[config.mk]
export PLATFORM = sky130hd
export DESIGN_NAME = avs_video_frame_parser_core
export DESIGN_NICKNAME = d
export VERILOG_FILES = /design/src/hw/rtl/avsfp_pkg.sv /design/src/hw/rtl/avsfp_content.sv /design/src/hw/rtl/avsfp_result.sv /design/src/hw/rtl/avs_video_frame_parser_core.sv
export SDC_FILE = /design/constraint.sdc
export NUM_CORES = 1
export LEC_CHECK = 0
export BUFFER_PORTS_ARGS = -buffer_cell sky130_fd_sc_hd__buf_4
export CORE_MARGIN = 3
export CORE_UTILIZATION = 50
export DETAILED_ROUTE_END_ITERATION = 6
export PLACE_DENSITY = 0.7
export REMOVE_ABC_BUFFERS = 1
export SETUP_SLACK_MARGIN = 0.02
export SLEW_MARGIN = 30
export SYNTH_ARGS = -nofsm -noshare
export SYNTH_HDL_FRONTEND = slang
export SYNTH_SLANG_ARGS = --single-unit
export TNS_END_PERCENT = 10
[constraint.sdc]
create_clock -name i_clk -period 7.95 [get_ports i_clk]
set_input_delay 2.385 -clock i_clk [delete_from_list [all_inputs] [get_ports i_clk]]
set_output_delay 2.385 -clock i_clk [all_outputs]
set_load 0.05 [all_outputs]
[src/hw/rtl/avsfp_pkg.sv]
`default_nettype none

package avsfp_pkg;

    localparam int unsigned DIM_W      = 14;
    localparam int unsigned CODED_W    = 15;
    localparam int unsigned RATE_W     = 4;
    localparam int unsigned HDR_KEEP   = 47;
    localparam int unsigned W_LSB      = 33;
    localparam int unsigned H_LSB      = 19;
    localparam int unsigned R_LSB      = 6;
    localparam int unsigned SIZE_ROUND = 15;

    localparam logic [31:0] CODE_PIC_I  = 32'h0000_01B3;
    localparam logic [31:0] CODE_PIC_PB = 32'h0000_01B6;
    localparam logic [31:0] CODE_SEQ    = 32'h0000_01B0;
    localparam logic [23:0] CODE_PREFIX = 24'h00_0001;

    localparam logic [3:0]        HDR_LEN  = 4'd8;
    localparam logic [RATE_W-1:0] RATE_MAX = 4'd13;
    localparam logic [RATE_W-1:0] RATE_DEF = 4'd1;

    typedef enum logic {
        ACT_DATA   = 1'b0,
        ACT_MARKER = 1'b1
    } t_action;

    typedef enum logic [1:0] {
        END_NONE   = 2'd0,
        END_SCAN   = 2'd1,
        END_MARKER = 2'd2
    } t_end_kind;

    typedef struct packed {
        logic [31:0]         window;
        logic                is_key;
        logic                has_bytes;
        logic [3:0]          hdr_left;
        logic [HDR_KEEP-1:0] hdr_bits;
        logic [DIM_W-1:0]    width;
        logic [DIM_W-1:0]    height;
        logic [RATE_W-1:0]   rate;
    } t_content;

endpackage

`default_nettype wire

[src/hw/rtl/avsfp_content.sv]
`default_nettype none

module avsfp_content (
    input  avsfp_pkg::t_content i_state,
    input  logic [31:0]         i_bytes,
    input  logic [2:0]          i_count,
    output avsfp_pkg::t_content o_state
);
    import avsfp_pkg::*;

    function automatic t_content content_byte(t_content s, logic [7:0] b);
        t_content          n;
        logic [DIM_W-1:0]  w;
        logic [DIM_W-1:0]  h;
        logic [RATE_W-1:0] r;
        n = s;
        n.has_bytes = 1'b1;
        if (s.window[31:8] == CODE_PREFIX) begin
            if (s.window == CODE_PIC_I) begin
                n.is_key = 1'b1;
            end else if (s.window == CODE_SEQ) begin
                n.hdr_left = HDR_LEN;
                n.hdr_bits = '0;
            end
        end
        if (n.hdr_left != 4'd0) begin
            n.hdr_bits = {n.hdr_bits[HDR_KEEP-9:0], b};
            n.hdr_left = n.hdr_left - 4'd1;
            if (n.hdr_left == 4'd0) begin
                w = n.hdr_bits[W_LSB +: DIM_W];
                h = n.hdr_bits[H_LSB +: DIM_W];
                r = n.hdr_bits[R_LSB +: RATE_W];
                if (w != '0 && h != '0) begin
                    if (r == '0 || r > RATE_MAX) begin
                        r = RATE_DEF;
                    end
                    n.width  = w;
                    n.height = h;
                    n.rate   = r;
                end
            end
        end
        n.window = {s.window[23:0], b};
        return n;
    endfunction

    // Byte lanes in stream order; lane 0 takes the oldest byte at the top of the word.
    t_content w_lane [5];

    assign w_lane[0] = i_state;

    for (genvar j = 0; j < 4; j++) begin : g_lane
        assign w_lane[j+1] = (3'(j) < i_count)
                           ? content_byte(w_lane[j], i_bytes[31-8*j -: 8])
                           : w_lane[j];
    end

    assign o_state = w_lane[4];

endmodule

`default_nettype wire

[src/hw/rtl/avsfp_result.sv]
`default_nettype none

module avsfp_result (
    input  logic                                i_clk,
    input  logic                                i_rst_n,
    input  logic                                i_load,
    input  avsfp_pkg::t_end_kind                i_kind,
    input  avsfp_pkg::t_content                 i_post,
    input  logic                                i_ready,
    output logic                                o_can_load,
    output logic                                o_valid,
    output logic [1:0]                          o_frame_end_kind,
    output logic                                o_intra_frame,
    output logic [avsfp_pkg::DIM_W-1:0]         o_picture_width,
    output logic [avsfp_pkg::DIM_W-1:0]         o_picture_height,
    output logic [avsfp_pkg::CODED_W-1:0]       o_padded_width,
    output logic [avsfp_pkg::CODED_W-1:0]       o_padded_height,
    output logic [avsfp_pkg::RATE_W-1:0]        o_frame_rate_code
);
    import avsfp_pkg::*;

    logic               r_valid;
    logic [1:0]         r_kind;
    logic               r_key;
    logic [DIM_W-1:0]   r_width;
    logic [DIM_W-1:0]   r_height;
    logic [CODED_W-1:0] r_cwidth;
    logic [CODED_W-1:0] r_cheight;
    logic [RATE_W-1:0]  r_rate;

    logic               w_ended;
    logic [CODED_W-1:0] w_wsum;
    logic [CODED_W-1:0] w_hsum;

    assign o_can_load = !r_valid || i_ready;
    assign w_ended    = (i_kind != END_NONE);
    assign w_wsum     = {1'b0, i_post.width}  + CODED_W'(SIZE_ROUND);
    assign w_hsum     = {1'b0, i_post.height} + CODED_W'(SIZE_ROUND);

    always_ff @(posedge i_clk) begin
        if (!i_rst_n) begin
            r_valid <= 1'b0;
        end else if (i_load) begin
            r_valid <= 1'b1;
        end else if (i_ready) begin
            r_valid <= 1'b0;
        end
    end

    always_ff @(posedge i_clk) begin
        if (i_load) begin
            r_kind <= i_kind;
            if (w_ended) begin
                r_key     <= i_post.is_key;
                r_width   <= i_post.width;
                r_height  <= i_post.height;
                r_cwidth  <= {w_wsum[CODED_W-1:4], 4'b0000};
                r_cheight <= {w_hsum[CODED_W-1:4], 4'b0000};
                r_rate    <= i_post.rate;
            end else begin
                r_key     <= 1'b0;
                r_width   <= '0;
                r_height  <= '0;
                r_cwidth  <= '0;
                r_cheight <= '0;
                r_rate    <= '0;
            end
        end
    end

    assign o_valid           = r_valid;
    assign o_frame_end_kind  = r_kind;
    assign o_intra_frame     = r_key;
    assign o_picture_width   = r_width;
    assign o_picture_height  = r_height;
    assign o_padded_width    = r_cwidth;
    assign o_padded_height   = r_cheight;
    assign o_frame_rate_code = r_rate;

endmodule

`default_nettype wire

[src/hw/rtl/avs_video_frame_parser_core.sv]
// Channel   Direction  Handshake                    Payload
// in        input      i_in_valid / o_in_ready      i_action, i_data_byte
// out       output     o_out_valid / i_out_ready    o_frame_end_kind .. o_frame_rate_code
// cfg       input      i_cfg_we, no wait            i_cfg_wdata (complete_frames)
//
// Every input transfer yields exactly one output transfer, presented from the next cycle on.
// One input transfer per cycle unless stalled; the single output register sets this.
// A marker pushes up to four delayed bytes through the content lanes in that same cycle.
// Reset is synchronous and active low and needs no clearing pass.
// While the output register is full and not taken, o_in_ready is low.

`default_nettype none

module avs_video_frame_parser_core (
    input  logic                                i_clk,
    input  logic                                i_rst_n,
    input  logic                                i_in_valid,
    output logic                                o_in_ready,
    input  logic                                i_action,
    input  logic [7:0]                          i_data_byte,
    output logic                                o_out_valid,
    input  logic                                i_out_ready,
    output logic [1:0]                          o_frame_end_kind,
    output logic                                o_intra_frame,
    output logic [avsfp_pkg::DIM_W-1:0]         o_picture_width,
    output logic [avsfp_pkg::DIM_W-1:0]         o_picture_height,
    output logic [avsfp_pkg::CODED_W-1:0]       o_padded_width,
    output logic [avsfp_pkg::CODED_W-1:0]       o_padded_height,
    output logic [avsfp_pkg::RATE_W-1:0]        o_frame_rate_code,
    input  logic                                i_cfg_we,
    input  logic                                i_cfg_wdata
);
    import avsfp_pkg::*;

    logic        r_complete_frames;
    logic [31:0] r_recent;
    logic [2:0]  r_fill;
    logic        r_pic_found;
    t_content    r_content;

    logic [31:0] n_recent;
    logic [2:0]  n_fill;
    logic        n_pic_found;
    t_content    n_content;

    logic        w_accept;
    logic        w_marker;
    logic [31:0] w_bytes;
    logic [2:0]  w_count;
    t_content    w_post;
    t_end_kind   w_kind;
    logic [31:0] w_shifted;
    logic        w_pic;
    logic        w_seq;

    assign w_accept  = i_in_valid && o_in_ready;
    assign w_marker  = (t_action'(i_action) == ACT_MARKER);
    assign w_shifted = {r_recent[23:0], i_data_byte};
    assign w_pic     = (w_shifted == CODE_PIC_I) || (w_shifted == CODE_PIC_PB);
    assign w_seq     = (w_shifted == CODE_SEQ);

    always_comb begin
        w_bytes = r_recent;
        w_count = 3'd0;
        if (w_marker) begin
            w_count = r_fill;
            case (r_fill)
                3'd1:    w_bytes = {r_recent[7:0], 24'h0};
                3'd2:    w_bytes = {r_recent[15:0], 16'h0};
                3'd3:    w_bytes = {r_recent[23:0], 8'h0};
                default: w_bytes = r_recent;
            endcase
        end else if (r_fill == 3'd4) begin
            w_count = 3'd1;
        end
    end

    avsfp_content u_content (
        .i_state (r_content),
        .i_bytes (w_bytes),
        .i_count (w_count),
        .o_state (w_post)
    );

    always_comb begin
        w_kind      = END_NONE;
        n_recent    = w_shifted;
        n_fill      = (r_fill == 3'd4) ? r_fill : r_fill + 3'd1;
        n_pic_found = r_pic_found;
        n_content   = w_post;
        if (w_marker) begin
            w_kind      = w_post.has_bytes ? END_MARKER : END_NONE;
            n_recent    = '1;
            n_fill      = 3'd0;
            n_pic_found = 1'b0;
        end else if (!r_complete_frames) begin
            if (!r_pic_found) begin
                n_pic_found = w_pic;
            end else if (w_pic || w_seq) begin
                w_kind      = END_SCAN;
                n_pic_found = w_pic;
            end
        end
        if (w_marker || w_kind == END_SCAN) begin
            n_content.window    = '1;
            n_content.is_key    = 1'b0;
            n_content.has_bytes = 1'b0;
            n_content.hdr_left  = 4'd0;
            n_content.hdr_bits  = '0;
        end
    end

    always_ff @(posedge i_clk) begin
        if (!i_rst_n) begin
            r_complete_frames <= 1'b0;
        end else if (i_cfg_we) begin
            r_complete_frames <= i_cfg_wdata;
        end
    end

    always_ff @(posedge i_clk) begin
        if (!i_rst_n) begin
            r_recent    <= '1;
            r_fill      <= 3'd0;
            r_pic_found <= 1'b0;
            r_content   <= '{window: '1, default: '0};
        end else if (w_accept) begin
            r_recent    <= n_recent;
            r_fill      <= n_fill;
            r_pic_found <= n_pic_found;
            r_content   <= n_content;
        end
    end

    avsfp_result u_result (
        .i_clk             (i_clk),
        .i_rst_n           (i_rst_n),
        .i_load            (w_accept),
        .i_kind            (w_kind),
        .i_post            (w_post),
        .i_ready           (i_out_ready),
        .o_can_load        (o_in_ready),
        .o_valid           (o_out_valid),
        .o_frame_end_kind  (o_frame_end_kind),
        .o_intra_frame     (o_intra_frame),
        .o_picture_width   (o_picture_width),
        .o_picture_height  (o_picture_height),
        .o_padded_width    (o_padded_width),
        .o_padded_height   (o_padded_height),
        .o_frame_rate_code (o_frame_rate_code)
    );

endmodule

`default_nettype wire
Yosys cells after proc, flatten, opt, wreduce, memory -nomap -nowiden
Index checks and enable logic that the tools add are counted.
Widths: inputs -> output; s select.

cells by class
  $add $sub $neg = 7
  $lt $le $gt $ge = 8
  equality and inequality tests = 22
  muxes and demuxes = 59
  reductions and logical operators = 38

operators by type and width
  kind                   count
  $mux 51                12
  $mux 117               4
  $eq 32x9->1 const B    11
  $mux 83                4
  $mux 32                10
  $reduce_bool 14->1     8
  $eq 24x1->1 const B    4
  $pmux 32 s3            1
  $mux 85                1
  $logic_not 4->1        8
  $add 14x4->15 const B  2
  $mux 1                 18
  $gt 4x4->1 const B     4
  $mux 4                 4
  $reduce_bool 4->1      4
  $sub 4x1->4 const B    4
  $mux 3                 3
  $logic_or 1x1->1       8
  $eq 3x2->1 const B     2
  $lt 1x3->1 const A     2
  $lt 2x3->1 const A     2
  $logic_and 1x1->1      5
  $mux 2                 2
  $ne 2x2->1 const B     2
  other kinds (7)        9

word-level totals
  register bits = 220
  input bits = 15
  output and inout bits = 67
  word-level logic and storage cells = 156

Logic depth before layout (Yosys ltp)
Gate-level depths: netlist of run 1.

  word-level depth = 49
  depth in mapped cells = 40
  mapped depth without buffers = 27

Cells and area by module
Synthesis of run 1 repeated with hierarchy kept, for this count alone.

unflattened totals
  cell total of the unflattened synthesis = 2,022
  area total of the unflattened synthesis = 15,777.6 µm²

modules (own cells, without submodules)
  module                       instances  cells each  area each (µm²)  seq. area each (µm²)
  avsfp_content                1          1,222       7,365.8          0.0
  avs_video_frame_parser_core  1          613         5,840.6          3,083.0
  avsfp_result                 1          187         2,571.2          1,731.7

Least setup slack after synthesis of run 1
No wires, ideal clock.

  kind = reg2reg
  start = register r_content[88] (netlist name)
  end = register u_result.r_cwidth[13] (netlist: u_result.o_padded_width[13]) (data pin)
  setup time = 260 ps
  arrival time = 7,923 ps
  data required time = 7,690 ps
  setup slack = -233 ps
  stages on the path, launching flop included = 36
  path buffers = 12
  period minus slack after synthesis = 8,183 ps
  cell sequence = dfxtp_1 > buf_2 > and4b_1 > nand4_2 > or4_4 > clkbuf_1 > clkbuf_1 > clkbuf_1 > buf_1 > clkbuf_1 > nand2_1 > ha_1 > or3b_2 > and3_1 > nor3_1 > o211a_4 > buf_6 > buf_6 > buf_6 > nor2_1 > and3_1 > or3_1 > ha_1 > o211a_1 > o31a_1 > buf_2 > a21oi_1 > buf_2 > a2bb2oi_2 > nand3_1 > or2_1 > buf_2 > nand2_8 > mux2_4 > nor4_2 > mux2_2

between the ends
  word-level cells in the longest chain between the ends = 29
  elaborated cells on any way between the ends = 64
  those cells by class = 5 x add/sub; 11 x eq/ne; 28 x mux; 20 x reduce/logical

RTL lines
  item                                                 RTL line                                  source
  start: declaration                                   avs_video_frame_parser_core.sv:39         t_content r_content;
  start signal: assignment                             avs_video_frame_parser_core.sv:131        r_content <= n_content;
  $eq 32x9->1                                          avsfp_content.sv:21                       end else if (s.window == CODE_SEQ) begin
  $mux 51                                              avsfp_content.sv:21
  $mux 51                                              avsfp_content.sv:19                       if (s.window == CODE_PIC_I) begin
  $mux 51                                              avsfp_content.sv:18                       if (s.window[31:8] == CODE_PREFIX) begin
  $sub 4x1->4 or $reduce_bool 4->1 (tied branches)     avsfp_content.sv:28, avsfp_content.sv:26
  $mux 83                                              avsfp_content.sv:26                       if (n.hdr_left != 4'd0) begin
  $mux 117 *                                           avsfp_content.sv:54                       ? content_byte(w_lane[j], i_bytes[31-8*j -: 8])
  $mux 51                                              avsfp_content.sv:21
  [... 2 more ...]                                     n/a
  $sub 4x1->4 or $reduce_bool 4->1 (tied branches)     avsfp_content.sv:28, avsfp_content.sv:26
  $mux 83                                              avsfp_content.sv:26
  $mux 117 *                                           avsfp_content.sv:54
  branches (longest 5 deep; another with $sub 4x1->4)  n/a
  $mux 117 *                                           avsfp_content.sv:54
  branches (longest 8 deep; another with $sub 4x1->4)  n/a
  $mux 117 *                                           avsfp_content.sv:54
  $add 14x4->15 *                                      avsfp_result.sv:37                        assign w_wsum = {1'b0, i_post.width} + CODED_W'(SIZE_ROUND);
  end signal: assignment                               avsfp_result.sv:57                        r_cwidth <= {w_wsum[CODED_W-1:4], 4'b0000};
  end: declaration                                     avsfp_result.sv:27                        logic [CODED_W-1:0] r_cwidth;

Every way passes the cells marked *.
A chain may end at the register's enable or synchronous reset.

Worst setup path in the final report of run 1
  start = input i_action
  end = register u_result.r_cheight[12] (netlist: u_result.o_padded_height[12]) (data pin)

between the ends
  word-level cells in the longest chain between the ends = 26
  elaborated cells on any way between the ends = 60
  those cells by class = 4 x add/sub; 4 x order compare; 9 x eq/ne; 27 x mux; 16 x reduce/logical

RTL lines
  item                                                  RTL line                           source
  start: declaration                                    avs_video_frame_parser_core.sv:19  input logic i_action,
  branches (longest 26 deep; another with $sub 4x1->4)  n/a
  end signal: assignment                                avsfp_result.sv:58                 r_cheight <= {w_hsum[CODED_W-1:4], 4'b0000};
  end: declaration                                      avsfp_result.sv:28                 logic [CODED_W-1:0] r_cheight;

Several ways; the timed one is not identified.

==> run_results.csv, run 1 <==
group,metric,value,unit
layout,fin_area,19150,um^2
timing,setup_slack,0.3988,ns
floorplanning,die_x,185.4,um
cts,insertion_delay,0.55,ns
cts,cts.htree.levels,1,
critical_path,path_common_cell,"buf_4",
power,comb_power_share,0.123,
grt,track_usage,0.4212,
timing,fin_skew,0.01674,ns
cts,cts_hold_buf,0,
logic_synthesis,yosys-top-cells-count,"nor2_1 (279), nand2_1 (208), o21ai_0 (179)",
logic_synthesis,yosys.area.top_type,"dfxtp_1",
route,first_pass_iters,6,
power,power_density,130.7,nW/um^2
grt,grt_pass1_wl,110.0,mm
floorplanning,die-height,185.4,um
logic_synthesis,ys_seq_elements,204,
logic_synthesis,synth_cell_type_count,116,
logic_synthesis,yosysMostFrequentCell,"nor2_1",
route,wl_per_cell,27.30,um
logic_synthesis,ys.warnings.count,0,
timing,rsz0062_at_grt,"no",
power,ir_drop,181.7,uV
logic_synthesis,synth-edff-count,57,
timing,setup-violations-final,0,
run_status,status,"completed",
place,dp_hpwl,54.77,mm
power,switching_share,0.2782,
cts,clkTransAtPathRegs,0.06,ns
floorplanning,core,31640,um^2
floorplanning,start_util,0.5088,
route,drt_wl_total,74.45,mm
layout,area_growth,18.98,%
critical_path,slowest_stage,"o41a_1",
cts,root_buffer,"clkbuf_16",
timing,slew_headroom,0.3245,
place,pre_cts_ws,-0.1737,ns
cts,cts_sinks,204,
power,power_leakage,0.007402,uW
timing,timing.final.hold_violations,0,
timing,finalCritPeriodShare,0.9498,
place,dpl_cell_area,18380,um^2
grt,overflow,0,
cts,cts_buffer_depth,3,
power,seqPwrFrac,0.441,
place,place_congestion,1.075,
timing,min_period,7.551,ns
logic_synthesis,netlist.area_leader.share,0.1828,
grt,antenna_found_initial,4,
critical_path,cp.required,8.33,ns
logic_synthesis,synth_area,16100,um^2
logic_synthesis,synth_cells,2135,
floorplanning,num_rows,65,
route,via_per_inst,6.996,
power,clockPowerShare,0.435,
run,maxCapViolations,0,
critical_path,arrival,7.94,ns
critical_path,crit_path_max_incr_delay,0.55,ns
timing,slew_violations,0,
cts,cts_tree,"done",
min_path,min_path_type,"flop to flop",
critical_path,cp_max_fo,25,
grt,grt_pass1_vias,17610,
timing,max_freq,132.4,MHz
logic_synthesis,ys.flop_type,"dfxtp_1",
layout,layout-drive-gt1-share,0.2113,
cts,numCtsBuffers,23,
floorplanning,io_pins,82,
critical_path,start_kind,"primary input",
power,internal-power,1807,uW
logic_synthesis,yosys-top-cells-area,"dfxtp_1 (18%), edfxtp_1 (11%), nor2_1 (6.5%)",
floorplanning,die_area,34380,um^2
logic_synthesis,ys_seq_area_frac,0.2892,
route,drt_iter0_drc,2745,
logic_synthesis,async_flop_share,0,
layout,fin_nets,2331,
place,place.port_buffers,73,
route,ant_nets,0,
route,vias,19080,
critical_path,cp-end-kind,"flop",
grt,grt_max_degree,76,
power,p_switching,696.3,uW
critical_path,critical-path-top-delay-family,"compound AO/OA/AOI/OAI gates",
logic_synthesis,synth.avg_cell_area,7.539,um^2
timing,worst_pin_slew,1.013,ns
route,drc,0,
critical_path,cp.buffers_inverters,7,
critical_path,worstSetupPathType,"primary input to flop",
[placed cells by master (no fill, tap or decap), drive strengths merged, types with 30 or more instances in the layout]
| cell type | count |
|---|---|
| and3 | 30 |
| mux2i | 65 |
| nor4 | 37 |
| a22oi | 59 |
| buf | 329 |
| nand2 | 211 |
| nor2 | 282 |
| a211oi | 36 |
| and2 | 40 |
| a21oi | 125 |
| dfxtp | 147 |
| nor3 | 100 |
| o21ai | 185 |
| clkbuf | 30 |
| edfxtp | 57 |
| nand3 | 109 |
[worst min-delay path: cells and delay by family (launching register included)]
family,cells,cell delay (ns)
flip-flops,1,0.31
AND/OR/NAND/NOR,1,0.05
AO/OA/AOI/OAI,1,0.05
[power groups by stage]
stage                     Clock, uW  Sequential [uW]  Combinational (uW)
final                          1090             1110                 308
after global placement            0             1130                 295
after detailed placement          0             1130                 298
after CTS                      1090             1100                 299
after global routing           1130             1110                 322
after floorplan                   0             1170                 121
[cells by family after synthesis]
family | synth area share
AO/OA/AOI/OAI | 0.2957
XOR/XNOR | 0.007074
adder cells (fa/ha/maj) | 0.006996
buffers and inverters | 0.05900
flip-flops | 0.2892
multiplexers | 0.05939
other | 0.0002330
AND/OR/NAND/NOR | 0.2824
[state kept, by name (all words and copies together) (netlist names)]
register / flops
u_result.o_picture_height: 14
r_recent: 32
u_result.o_valid: 1
u_result.o_padded_height: 11
r_fill: 3
u_result.o_frame_rate_code: 4
r_complete_frames: 1
u_result.o_picture_width: 14
u_result.o_padded_width: 11
r_content: 109
u_result.o_intra_frame: 1
u_result.o_frame_end_kind: 2
r_pic_found: 1
[final timing paths]
path / from / endpoint / slack, ns / cells after the start
setup / recovery: i_action / u_result.o_padded_height[12] / 0.40 / 26
hold / removal: r_content[14] / r_content[14] / 0.46 / 2
hold reg to reg: r_content[14] / r_content[14] / 0.46 / 2
setup reg to reg: r_content[101] / u_result.o_padded_height[12] / 0.50 / 29
[per-stage QoR]
step | hold WS, ns | std cells | utilization | power [uW] | setup TNS, ns
finish | 0.4602 | 2727 | 0.6053 | 2503 | 0
global route | 0.4819 | 2726 | 0.6053 | 2557 | 0
detailed placement | 0.4496 | 2684 | 0.5809 | 1425 | -1.399
floorplan | 0.4366 | 1953 | - | 1293 | -204.93
global placement | 0.4441 | 2683 | 0.5799 | 1421 | 0
CTS | 0.4583 | 2726 | 0.6044 | 2497 | 0
[layer usage]
metal | vias to the layer above | global-route usage | share of wire
met1 | 9059 | 0.5898 | 0.41
met5 | - | 0 | 0.00031
met3 | 264 | 0.1320 | 0.14
met4 | 4 | 0.1666 | 0.048
li1 | 8357 | - | -
met2 | 1395 | 0.6010 | 0.40
[timing repair]
item | 4_1_cts | 5_1_grt
setup endpoints to repair | 0 | 6
gates resized for setup | 0 | 4
buffers inserted | 0 | 0
[layout make-up]
| cell class | instances | area (um^2) |
|---|---|---|
| sequential | 204 | 4654 |
| antenna | 1 | 2.502 |
| inverter | 18 | 72.57 |
| clock inverter | 12 | 142.6 |
| clock buffer | 30 | 601.8 |
| timing repair buffer | 329 | 2577 |
| fill | 2882 | 12490 |
| multi-input combinational | 1731 | 10600 |
| tap | 402 | 503.0 |
Power figures use the tool's default switching activity.
==> run 2, diff against run 1 <==
--- a/config.mk
+++ b/config.mk
@@ -5,9 +5,11 @@
 export SDC_FILE = /design/constraint.sdc
 export NUM_CORES = 1
 export LEC_CHECK = 0
-export BUFFER_PORTS_ARGS = -buffer_cell sky130_fd_sc_hd__buf_4
+export ABC_AREA = 1
+export BUFFER_PORTS_ARGS = -buffer_cell sky130_fd_sc_hd__buf_2
 export CORE_MARGIN = 3
 export CORE_UTILIZATION = 50
+export CTS_CLUSTER_SIZE = 16
 export DETAILED_ROUTE_END_ITERATION = 6
 export PLACE_DENSITY = 0.7
 export REMOVE_ABC_BUFFERS = 1
==> run 2 against run 1 <==
- sequential power grew 5%
- via count decreased by 2.7%
- cell area is 7.8% lower
- sequential cell count did not move
- global-route usage shrank 4.9 points
- critical endpoint is now u_result.o_padded_width[10]
- area after synthesis shrank 0.65%
==> run_results.csv, run 2 <==
group,metric,value,unit
logic_synthesis,async_flop_share,0,
cts,insertion_delay,0.56,ns
logic_synthesis,synth_area,15990,um^2
floorplanning,io_pins,82,
grt,grt_max_degree,117,
timing,min_period,7.426,ns
power,power_leakage,0.008415,uW
power,power_density,169.9,nW/um^2
grt,overflow,0,
power,finalPower,3002,uW
floorplanning,core,31070,um^2
floorplanning,die_area,34170,um^2
grt,grt_pass1_vias,16580,
min_path,min_path_type,"flop to flop",
logic_synthesis,yosys.area.top_type,"nand2_1",
critical_path,cp-end-kind,"flop",
layout,largest_reg_flops,109,
logic_synthesis,yosys-top-cells-count,"nand2_1 (884), inv_1 (269), o21ai_0 (265)",
critical_path,arrival,7.74,ns
timing,hold_ws,0.4668,ns
route,vias,18560,
floorplanning,die-height,184.8,um
cts,cts_sinks,204,
cts,root_buffer,"clkbuf_16",
critical_path,cp_max_fo,32,
critical_path,path_common_cell,"nand2_1",
critical_path,r2r-start,"r_content[108]",
place,place.port_buffers,73,
layout,area_growth,10.46,%
route,first_pass_iters,7,
timing,timing.final.hold_violations,0,
critical_path,crit_path_max_incr_delay,0.57,ns
critical_path,critPathLaunch,"i_action",
layout,final_cell_mix,"nand2_1 (883), inv_1 (267), o21ai_0 (264)",
route,drt_wl_total,65.09,mm
logic_synthesis,synth_cell_type_count,60,
timing,rsz0062_at_grt,"no",
layout,biggestRegsByFlops,"r_content x109, r_recent x32",
critical_path,cp.required,8.27,ns
cts,cts_buffer_depth,3,
grt,antenna_found_initial,0,
cts,cts_hold_buf,0,
logic_synthesis,synth-edff-count,57,
timing,fin_skew,0.02056,ns
route,drt_iter0_drc,2817,
cts,cts_tree,"done",
timing,finalCritPeriodShare,0.9341,
logic_synthesis,synth.avg_cell_area,6.001,um^2
grt,track_usage,0.3725,
logic_synthesis,ys_seq_elements,204,
layout,top_register,"r_content",
critical_path,worstSetupPathType,"primary input to flop",
cts,numCtsBuffers,25,
min_path,hold_path_startpoint,"r_content[66]",
power,ir_drop,177.4,uV
run,maxCapViolations,0,
timing,slew_violations,0,
layout,n_antenna_cell,0,
layout,layout-drive-gt1-share,0.1095,
cts,cts.htree.levels,1,
logic_synthesis,ys.flop_type,"dfxtp_1",
route,via_per_inst,5.989,
critical_path,r2r_cells,44,
timing,setup-violations-final,0,
floorplanning,num_rows,64,
logic_synthesis,yosys-top-cells-area,"nand2_1 (21%), dfxtp_1 (18%), edfxtp_1 (11%)",
critical_path,r2r_slack,1.08,ns
logic_synthesis,netlist.area_leader.share,0.2075,
place,place_congestion,1.052,
critical_path,start_kind,"primary input",
logic_synthesis,synth_cells,2665,
cts,clkTransAtPathRegs,0.06,ns
place,dpl_cell_area,16780,um^2
timing,max_freq,134.7,MHz
critical_path,setup.worst_path.end,"u_result.o_padded_width[10]",
layout,utilization,0.5685,
layout,final_common_cell,"nand2_1",
logic_synthesis,yosysMostFrequentCell,"nand2_1",
layout,fin_area,17660,um^2
grt,grt_pass1_wl,98.93,mm
logic_synthesis,ys.warnings.count,0,
layout,fin_nets,2709,
floorplanning,start_util,0.5147,
timing,setup_slack,0.5239,ns
route,wl_per_cell,21.00,um
floorplanning,die_x,184.8,um
route,ant_nets,0,
place,dp_hpwl,47.34,mm
route,drc,0,
timing,slew_headroom,0.3592,
place,pre_cts_ws,0.1010,ns
critical_path,reg2reg_to,"u_result.o_padded_width[10]",
critical_path,slowest_stage,"clkinv_1",
logic_synthesis,ys_seq_area_frac,0.2911,
run_status,status,"completed",
timing,worst_pin_slew,0.9612,ns
-- run 2: cell types whose count changed in the layout (fill, tap and decap cells not counted), sizes merged, moves of 34 or more --
cell	previous run	this run
o21ai	185	317
o211ai	29	64
a22oi	59	1
and2	40	0
mux2i	65	0
nand4	19	59
nand3	109	195
nand2	211	904
a211oi	36	2
nor3	100	18
inv	19	296
buf	329	158
nor2	282	214
-- run 2: critical path, delay by kind of cell --
family / cells / cell delay [ns]
simple gates: 28 / 3.18
buf+inv: 8 / 1.95
compound gates: 1 / 0.18
-- run 2: worst min path at each step --
stage / end / slack (ns) / cells after the start
after floorplan: r_recent[25] / 0.43 / 2
after global placement: r_recent[27] / 0.44 / 2
after detailed placement: r_recent[27] / 0.45 / 2
after CTS: r_content[64] / 0.47 / 2
after global routing: r_recent[27] / 0.49 / 2
final: r_content[66] / 0.47 / 2
-- run 2: repair_timing --
item                                    CTS  global route
setup buffers                             0             1
endpoints found under the setup margin    0             2
hold endpoints to repair                  0             0
gates resized for setup                   0             2
-- run 2: layout make-up --
class                      instances  area (um^2)
fill                            3139        13410
multi-input combinational       2003         9424
sequential                       204         4654
timing repair buffer             158         1119
inverter                         293         1107
clock buffer                      31        709.4
tap                              396        495.5
clock inverter                    14        155.1
-- run 2: metrics by stage --
step | TNS, ns | std cells
after detailed placement | 0 | 3053
after global placement | 0 | 3051
after CTS | 0 | 3098
after floorplan | -188.71 | 2500
after global routing | 0 | 3099
final | 0 | 3099
-- run 2: kinds of logic (layout without fill, tap and decap cells) --
logic type | Yosys count | count (layout) | synth area share
fa+ha+maj | 9 | 9 | 0.007042
simple gates | 1429 | 1429 | 0.3808
flops | 204 | 204 | 0.2911
other cells | 1 | 8 | 0.0002345
buf+inv | 465 | 496 | 0.1241
compound gates | 556 | 556 | 0.1962
xor+xnor | 1 | 1 | 0.0005478
-- run 2: routing by layer --
layer / track usage / share of wire
met1: 0.5767 / 0.45
met2: 0.5161 / 0.39
met3: 0.08170 / 0.13
met4: 0.1002 / 0.032
met5: 0 / 0
-- run 2: where the power goes --
group          switching, uW  internal (uW)
sequential              35.9           1130
combinational            462            162
clock                    511            706
total                   1010           1990
